$ cat src/rtl/stpm_pkg.sv
// ----------------------------------------------------------------------------
// stpm_pkg: shared types and helpers for the subset top-two pair max core
// Widths, candidate ordering, and controller/datapath command and status.
// ----------------------------------------------------------------------------
package stpm_pkg;

	localparam int LOG_MAX = 10;
	localparam int DEPTH   = 1 << LOG_MAX;
	localparam int IDX_W   = LOG_MAX;
	localparam int CNT_W   = LOG_MAX + 1;
	localparam int VAL_W   = 32;
	localparam int SUM_W   = VAL_W + 1;
	localparam int LOG_W   = 4;
	localparam int BIT_W   = (LOG_MAX > 1) ? $clog2(LOG_MAX) : 1;

	localparam logic [LOG_W-1:0] LOG_RESET = LOG_W'(10);

	typedef struct packed {
		logic [VAL_W-1:0] val;
		logic [IDX_W-1:0] idx;
	} cand_t;

	typedef struct packed {
		cand_t top;
		cand_t sec;
	} entry_t;

	typedef struct packed {
		cand_t top;
		cand_t sec;
		logic  sec_vld;
	} pair_t;

	typedef struct packed {
		logic             load_first;
		logic             load_item;
		logic             rd_en;
		logic [BIT_W-1:0] bit_sel;
		logic             finish;
	} cmd_t;

	typedef struct packed {
		logic count_zero;
		logic out_free;
	} sts_t;

	// order by value, then by index
	function automatic logic cand_gt(cand_t a, cand_t b);
		if (a.val != b.val) begin
			return a.val > b.val;
		end
		return a.idx > b.idx;
	endfunction

	// keeps the max and the max whose index differs from it
	function automatic pair_t pair_merge(pair_t p, cand_t c);
		pair_t r;
		r = p;
		if (cand_gt(c, p.top)) begin
			if (c.idx != p.top.idx) begin
				r.sec     = p.top;
				r.sec_vld = 1'b1;
			end
			r.top = c;
		end else if (c.idx != p.top.idx && (!p.sec_vld || cand_gt(c, p.sec))) begin
			r.sec     = c;
			r.sec_vld = 1'b1;
		end
		return r;
	endfunction

endpackage

$ cat src/rtl/stpm_ctrl.sv
// ----------------------------------------------------------------------------
// stpm_ctrl: sequencer for the subset top-two pair max core
// Accepts an item, walks the index bits issuing pair reads, then writes back.
// ----------------------------------------------------------------------------
module stpm_ctrl
	import stpm_pkg::*;
(
	input  logic clk,
	input  logic arst_n,
	input  logic value_valid,
	output logic value_stall,
	input  sts_t sts,
	output cmd_t cmd
);

	localparam logic [1:0] ST_IDLE   = 2'd0;
	localparam logic [1:0] ST_SCAN   = 2'd1;
	localparam logic [1:0] ST_DRAIN  = 2'd2;
	localparam logic [1:0] ST_FINISH = 2'd3;

	logic [1:0]       state_q;
	logic [1:0]       state_d;
	logic [BIT_W-1:0] bit_q;
	logic [BIT_W-1:0] bit_d;
	logic             accept;

	assign value_stall = (state_q != ST_IDLE);
	assign accept      = value_valid && (state_q == ST_IDLE);

	always_comb begin
		state_d         = state_q;
		bit_d           = bit_q;
		cmd             = '0;
		cmd.bit_sel     = bit_q;
		unique case (state_q)
			ST_IDLE: begin
				if (accept) begin
					if (sts.count_zero) begin
						cmd.load_first = 1'b1;
					end else begin
						cmd.load_item = 1'b1;
						bit_d         = '0;
						state_d       = ST_SCAN;
					end
				end
			end
			ST_SCAN: begin
				cmd.rd_en = 1'b1;
				if (bit_q == BIT_W'(LOG_MAX - 1)) begin
					state_d = ST_DRAIN;
				end else begin
					bit_d = bit_q + BIT_W'(1);
				end
			end
			ST_DRAIN: begin
				// last read lands in the accumulator this cycle
				state_d = ST_FINISH;
			end
			ST_FINISH: begin
				if (sts.out_free) begin
					cmd.finish = 1'b1;
					state_d    = ST_IDLE;
				end
			end
			default: begin
				state_d = ST_IDLE;
			end
		endcase
	end

	always_ff @(posedge clk or negedge arst_n) begin
		if (!arst_n) begin
			state_q <= ST_IDLE;
			bit_q   <= '0;
		end else begin
			state_q <= state_d;
			bit_q   <= bit_d;
		end
	end

endmodule

$ cat config.mk
export PLATFORM = sky130hd
export DESIGN_NAME = stpm_ctrl
export DESIGN_NICKNAME = d
export VERILOG_FILES = /design/src/rtl/stpm_pkg.sv /design/src/rtl/stpm_ctrl.sv
export SDC_FILE = /design/constraint.sdc
export NUM_CORES = 1
export LEC_CHECK = 0
export ABC_AREA = 1
export BUFFER_PORTS_ARGS = -buffer_cell sky130_fd_sc_hd__buf_2
export CORE_AREA = 2 2 39 41
export DETAILED_ROUTE_END_ITERATION = 8
export DIE_AREA = 0 0 41 43
export HOLD_SLACK_MARGIN = 0.12
export MAX_ROUTING_LAYER = met4
export SETUP_SLACK_MARGIN = 0.3
export SKIP_LAST_GASP = 1
export SYNTH_ARGS = -nofsm -noshare
export SYNTH_HDL_FRONTEND = slang
export SYNTH_SLANG_ARGS = --single-unit
$ cat constraint.sdc
create_clock -name clk -period 2.35 [get_ports clk]
set_clock_uncertainty 0.05 [all_clocks]
set_input_delay 0.235 -clock clk [delete_from_list [all_inputs] [get_ports clk]]
set_output_delay 0.235 -clock clk [all_outputs]
set_load 0.02 [all_outputs]
==> results of run 1 <==
## state kept, by name (all words and copies together), names as in the netlist
name	cells
bit_q	4
state_q	2
## routing by layer
| layer | up-vias | routed length, um |
|---|---|---|
| li1 | 231 | - |
| met1 | 201 | 426 |
| met2 | 14 | 403 |
| met3 | 4 | 36 |
| met4 | 0 | 29 |
| met5 | - | 0 |
## cell type report
cell class              count  area, sq um  area share [%]
repair buffers             14         75.1            12.7
inverters                  13         48.8            8.26
well taps                  16         20.0            3.39
flip-flops and latches      6          150            25.4
multi-input cells          45          274            46.4
clock buffers               3         22.5            3.81
## through the flow
stage	area, sq um	power, mW	hold slack, ps	std cells	setup slack, ps
floorplan	473	0.476	-111	64	725
global placement	558	0.568	19.8	93	931
detailed placement	558	0.578	20.4	93	893
CTS	591	0.680	288	97	618
global route	591	0.741	313	97	497
finish	591	0.669	291	97	627
## cell families after synthesis
group	share of synthesized area (%)
simple gates	29.9
buf+inv	10.3
fa+ha+maj	18.5
compound gates	9.52
flops	31.7
## power by group
group	switching, mW	total (mW)	internal, mW
Sequential	0.0351	0.169	0.134
Combinational	0.262	0.402	0.140
Clock	0.0402	0.0982	0.0580
## cells in the final DEF (no fill, tap or decap), types with 2 or more instances in the layout
master and n:
nand2_1 17, buf_2 13, inv_1 12, ha_1 7
dfrtp_1 6, nor2_1 5, nand3_1 4, nand2_2 3
clkbuf_4 3, nor3_1 2, o21ai_1 2
## worst paths after layout
kind | from | to | slack (ps) | cells after the start
max reg2reg | state_q[1] | bit_q[3] | 960 | 8
min reg2reg | bit_q[3] | bit_q[3] | 490 | 2
max | state_q[0] | cmd[6] | 630 | 5
max in group asynchronous | arst_n | bit_q[1] | 1810 | 2
min | arst_n | state_q[0] | 290 | 2
min in group clk | sts[1] | bit_q[0] | 320 | 4
## repair_timing
| action | CTS | global route |
|---|---|---|
| endpoints found under the hold margin | 6 | 0 |
| setup endpoints to repair | 0 | 0 |
| gates resized for setup | 0 | 0 |
| hold buffers | 1 | 0 |
==> flow_metrics.py, run 1 <==
metrics = {
    "logic_synthesis": {
        "synth_edf_count": 0,
        "synth_nets": 76,
        "ys.flop_type": "dfrtp_1",
        "synth_top_cells_by_area": "dfrtp_1 (32%), ha_1 (19%), nand2_1 (13%), inv_1 (9.5%), nand3_1 (4.2%)",
        "yosysTopAreaCellShare_pct": 31.7,
        "synth_common_cells": "nand2_1 (17), inv_1 (12), ha_1 (7)",
        "ys_warn_count": 0,
        "seq_area_frac_synth_pct": 31.7,
        "avgSynthCellArea_sq_um": 7.39,
        "syn_area_sq_um": 473,
        "async_flop_share_pct": 100,
        "synth_most_common_cell": "nand2_1",
        "ys_seq_elements": 6,
        "synth_cells": 64,
        "ys_types": 15,
        "synth_top_cell_by_area": "dfrtp_1",
    },
    "global_route": {
        "grt_pass1_vias": 379,
        "grtUsageMet3_pct": 3.14,
        "grtUsageMet1_pct": 16.0,
        "gr-usage-all-layers_pct": 13.9,
        "grt_max_degree": 7,
        "grt_busiest_layer": "met2",
        "met2_usage_pct": 18.4,
        "antenna_found_initial": 0,
        "grt_pass1_wl_mm": 1.53,
        "overflow": 0,
    },
    "timing": {
        "min_period_ps": 1720,
        "tns_ps": 0,
        "fin_crit_sh_pct": 73.3,
        "worst_slew_pin_slew_ps": 207,
        "hold_viol_final": 0,
        "finalSetupViolations": 0,
        "slew_violations": 0,
        "slew_headroom_pct": 86.1,
        "rsz0062_at_grt": "false",
        "clock.fmax_ghz": 0.580,
    },
    "routing": {
        "vias": 450,
        "drt_iter0_markers": 5,
        "vias_per_cell": 4.64,
        "drt_pass1_iterations": 2,
        "drtAntennaViolNets": 0,
        "wl_per_cell_um": 9.24,
        "post-route-drc-count": 0,
        "drt-total-wl_um": 896,
    },
    "critical_path": {
        "crit_slowest_cell": "dfrtp_1",
        "crit_top_cell": "inv_1",
        "arrival_ps": 1440,
        "cpPeakStageDelay_ps": 420,
        "start_kind": "register",
        "critPathCaptureType": "primary output",
        "crit_fanout": 4,
        "path_cells": "inv_1, ha_1, inv_1, nor3_1, buf_2",
        "crit_family": "flip-flops",
        "crit_required_ps": 2070,
        "critPathKind": "register to primary output",
        "worst-path-buf-inv": 3,
    },
    "run": {
        "drv_cap": 0,
    },
    "place": {
        "port-buffer-count": 13,
        "gp_congestion": 0.783,
        "dp_hpwl_um": 734,
    },
    "cts": {
        "cts_buffers": 3,
        "htreeDepth": 1,
        "post_cts_buffers": 0,
        "clkSlewWorstSetupHoldPaths_ps": 50,
        "root_buffer": "clkbuf_4",
        "cts_sinks": 6,
        "cts_tree": "done",
        "cts_buffer_depth": 2,
        "clkLatencyLatePin_ps": 250,
    },
    "final_layout": {
        "drive_above_1_share_pct": 28.4,
        "diodes": 0,
        "nets": 95,
        "fin_util_pct": 42.7,
        "n_fill_cell": 158,
        "area_growth_pct": 24.9,
    },
    "hold_path": {
        "hold_class": "primary input to async pin",
    },
    "power_and_ir_drop": {
        "p_leak_nw": 0.356,
        "power_density_nw_per_um2": 1130,
        "ir_worst_vdd_mv": 0.632,
    },
    "floorplan": {
        "initial_core_util_pct": 34.2,
        "core-area_sq_um": 1380,
        "fp-row-count": 14,
        "die_area_sq_um": 1760,
        "die_x_um": 41,
        "boundaryPins": 14,
        "die_h_um": 43,
    },
    "outcome": {
        "status": "finished, final reports clean",
    },
}
(Power assumes the default switching activity.)
==> run 2, diff against run 1 <==
--- a/config.mk
+++ b/config.mk
@@ -5,7 +5,7 @@
 export SDC_FILE = /design/constraint.sdc
 export NUM_CORES = 1
 export LEC_CHECK = 0
-export ABC_AREA = 1
+export ABC_AREA = 0
 export BUFFER_PORTS_ARGS = -buffer_cell sky130_fd_sc_hd__buf_2
 export CORE_AREA = 2 2 39 41
 export DETAILED_ROUTE_END_ITERATION = 8
==> constraint.sdc (replaced) <==
create_clock -name clk -period 1.57 [get_ports clk]
set_clock_uncertainty 0.05 [all_clocks]
set_input_delay 0.157 -clock clk [delete_from_list [all_inputs] [get_ports clk]]
set_output_delay 0.157 -clock clk [all_outputs]
set_load 0.02 [all_outputs]
==> run 2 against run 1 <==
Critical endpoint is now cmd[7]. Global-route usage rose by 3.7 points. Routed wire length rose by 48%. Cell area rose by 38%. Area after synthesis fell by 0.26%. Largest power group unchanged. Critical path depth did not move. Largest cell class unchanged. Sequential power rose by 82%. Die area did not move.
==> flow_metrics.py, run 2 <==
metrics = {
    "final_layout": {
        "final_common_cell": "buf_2",
        "diodes": 0,
        "drive_above_1_share_pct": 66.7,
        "reg_top3": "bit_q (4), state_q (2)",
        "largest_reg_flops": 4,
        "regMostFlops": "bit_q",
        "fin_cells": 94,
        "final_cell_mix": "buf_2 (9), buf_6 (8), buf_4 (8)",
        "area_growth_pct": 72.1,
        "n_fill_cell": 117,
        "nets": 92,
        "fin_util_pct": 58.7,
    },
    "routing": {
        "met1Wirelength_um": 606,
        "vias": 481,
        "drt-total-wl_mm": 1.33,
        "wl_per_cell_um": 14.1,
        "drt_pass1_iterations": 4,
        "routed.top_layer": "met4",
        "met2WireLength_um": 640,
        "wl_met3_um": 61,
        "drt_iter0_markers": 5,
        "post-route-drc-count": 0,
        "drtAntennaViolNets": 0,
        "vias_per_cell": 5.12,
    },
    "logic_synthesis": {
        "seq_area_frac_synth_pct": 31.8,
        "synth_nets": 62,
        "synth_edf_count": 0,
        "ys_seq_elements": 6,
        "synth_cells": 50,
        "synth_common_cells": "ha_1 (7), dfrtp_1 (6), inv_1 (6)",
        "ys.flop_type": "dfrtp_1",
        "ys_types": 23,
        "ys_warn_count": 0,
        "async_flop_share_pct": 100,
        "synth_top_cell_by_area": "dfrtp_1",
        "avgSynthCellArea_sq_um": 9.43,
        "synth_most_common_cell": "ha_1",
        "synth_top_cells_by_area": "dfrtp_1 (32%), ha_1 (19%), nand3_1 (5.3%), inv_1 (4.8%), mux2i_1 (4.2%)",
        "yosysTopAreaCellShare_pct": 31.8,
        "syn_area_sq_um": 472,
    },
    "outcome": {
        "status": "finished, final reports clean",
    },
    "global_route": {
        "grt_max_degree": 7,
        "grt_pass1_vias": 463,
        "overflow": 0,
        "grt_pass1_wl_mm": 1.99,
        "gr-usage-all-layers_pct": 17.7,
        "antenna_found_initial": 0,
    },
    "timing": {
        "slew_headroom_pct": 83.5,
        "clock.fmax_ghz": 0.654,
        "hold_viol_final": 0,
        "worst_slew_pin_slew_ps": 248,
        "min_period_ps": 1530,
        "rsz0062_at_grt": "true",
        "slew_violations": 0,
        "fin_crit_sh_pct": 97.4,
        "finalSetupViolations": 0,
        "fin_hold_ws_ps": 210,
    },
    "critical_path": {
        "crit_slowest_cell": "dfrtp_2",
        "cpPeakStageDelay_ps": 440,
        "path_cells": "inv_4, ha_4, buf_6, and3_4, buf_6",
        "critPathCaptureType": "primary output",
        "arrival_ps": 1320,
        "crit_top_cell": "buf_6",
        "crit_fanout": 6,
        "crit_required_ps": 1360,
        "start_kind": "register",
        "critPathKind": "register to primary output",
    },
    "place": {
        "dp_hpwl_um": 772,
        "port-buffer-count": 13,
        "dp.cells": 82,
        "gp_congestion": 0.764,
    },
    "floorplan": {
        "fp-row-count": 14,
        "boundaryPins": 14,
        "die_x_um": 41,
        "die_h_um": 43,
        "die_area_sq_um": 1760,
        "initial_core_util_pct": 34.1,
        "core-area_sq_um": 1380,
    },
    "cts": {
        "cts_buffers": 3,
        "cts_buffer_depth": 2,
        "root_buffer": "clkbuf_4",
        "cts_tree": "done",
        "htreeDepth": 1,
        "clkLatencyLatePin_ps": 260,
        "cts_sinks": 6,
        "clkSlewWorstSetupHoldPaths_ps": 60,
    },
    "power_and_ir_drop": {
        "power_density_nw_per_um2": 2060,
        "p_leak_nw": 0.399,
        "ir_worst_vdd_mv": 1.14,
    },
    "hold_path": {
        "hold_class": "primary input to async pin",
    },
    "run": {
        "drv_cap": 0,
    },
}
==> run 2: changes by cell type in the layout (fill, tap and decap cells not counted), moves of 4 or more <==
cell / previous run / this run
nand2_1: 17 / 2
inv_1: 12 / 2
buf_4: 0 / 8
buf_6: 0 / 8
buf_2: 13 / 9
dfrtp_1: 6 / 2
dfrtp_2: 0 / 4
==> run 2: final cells by class <==
| cell class | instances | area [sq um] | area share [%] |
|---|---|---|---|
| Timing Repair Buffer | 26 | 205 | 25.3 |
| Multi-Input combinational cell | 37 | 384 | 47.3 |
| Sequential cell | 6 | 155 | 19.1 |
| Inverter | 6 | 25.0 | 3.08 |
| Clock buffer | 3 | 22.5 | 2.77 |
| Tap cell | 16 | 20.0 | 2.47 |
==> run 2: logic make-up (layout without fill, tap and decap cells) <==
logic type | Yosys count | in the layout | synth area share (%)
AOI/OAI and AO/OA | 7 | 7 | 11.9
xor gates and xnor gates | 1 | 1 | 1.86
adders and majority gates | 7 | 7 | 18.6
buffers and inverters | 7 | 35 | 5.57
DFF | 6 | 6 | 31.8
muxes | 3 | 3 | 6.63
and+or+nand+nor | 19 | 19 | 23.6
==> run 2: repair_timing <==
item	CTS	global route
gates resized for setup	14	10
hold buffers	1	0
hold endpoints to repair	6	0
buffers inserted	8	0
setup endpoints to repair	11	11
pin swaps	7	5
==> run 2: critical path, delay by kind of cell, from the launching register on <==
| family | cells | cell delay (ps) |
|---|---|---|
| fa+ha+maj | 1 | 130 |
| simple gates | 1 | 180 |
| flops | 1 | 440 |
| buf+inv | 3 | 310 |
==> run 2: through the flow <==
step	setup slack [ps]	total power [mW]	TNS, ps	instance area, sq um
after global routing	-20.4	1.79	-50.1	812
final	40.4	1.68	0	812
after CTS	9.79	1.58	0	779
after global placement	73.9	1.17	0	643
after floorplan	35.1	0.953	0	542
after detailed placement	49.9	1.18	0	643
==> run 2: power breakdown <==
group / internal, mW / leakage [nW] / switching [mW]
logic: 0.661 / 0.314 / 0.552
clock network: 0.0874 / 0.0138 / 0.0691
registers: 0.228 / 0.0719 / 0.0795
total: 0.976 / 0.399 / 0.700
==> run 2: metal layers <==
layer / track usage (%) / vias up
li1: - / 231
met1: 22.1 / 230
met2: 24.7 / 16
met3: 6.28 / 4
met4: 8.00 / 0
met5: - / -
==> run 2: final timing paths <==
check	startpoint	endpoint	slack, ps	cells after the start
setup / recovery	state_q[1]	cmd[7]	40	5
hold reg to reg	state_q[1]	state_q[1]	550	1
min in group clk	sts[1]	bit_q[3]	240	3
hold / removal	arst_n	bit_q[0]	210	2
setup reg to reg	state_q[1]	state_q[0]	50	6
max in group asynchronous	arst_n	bit_q[1]	1080	2
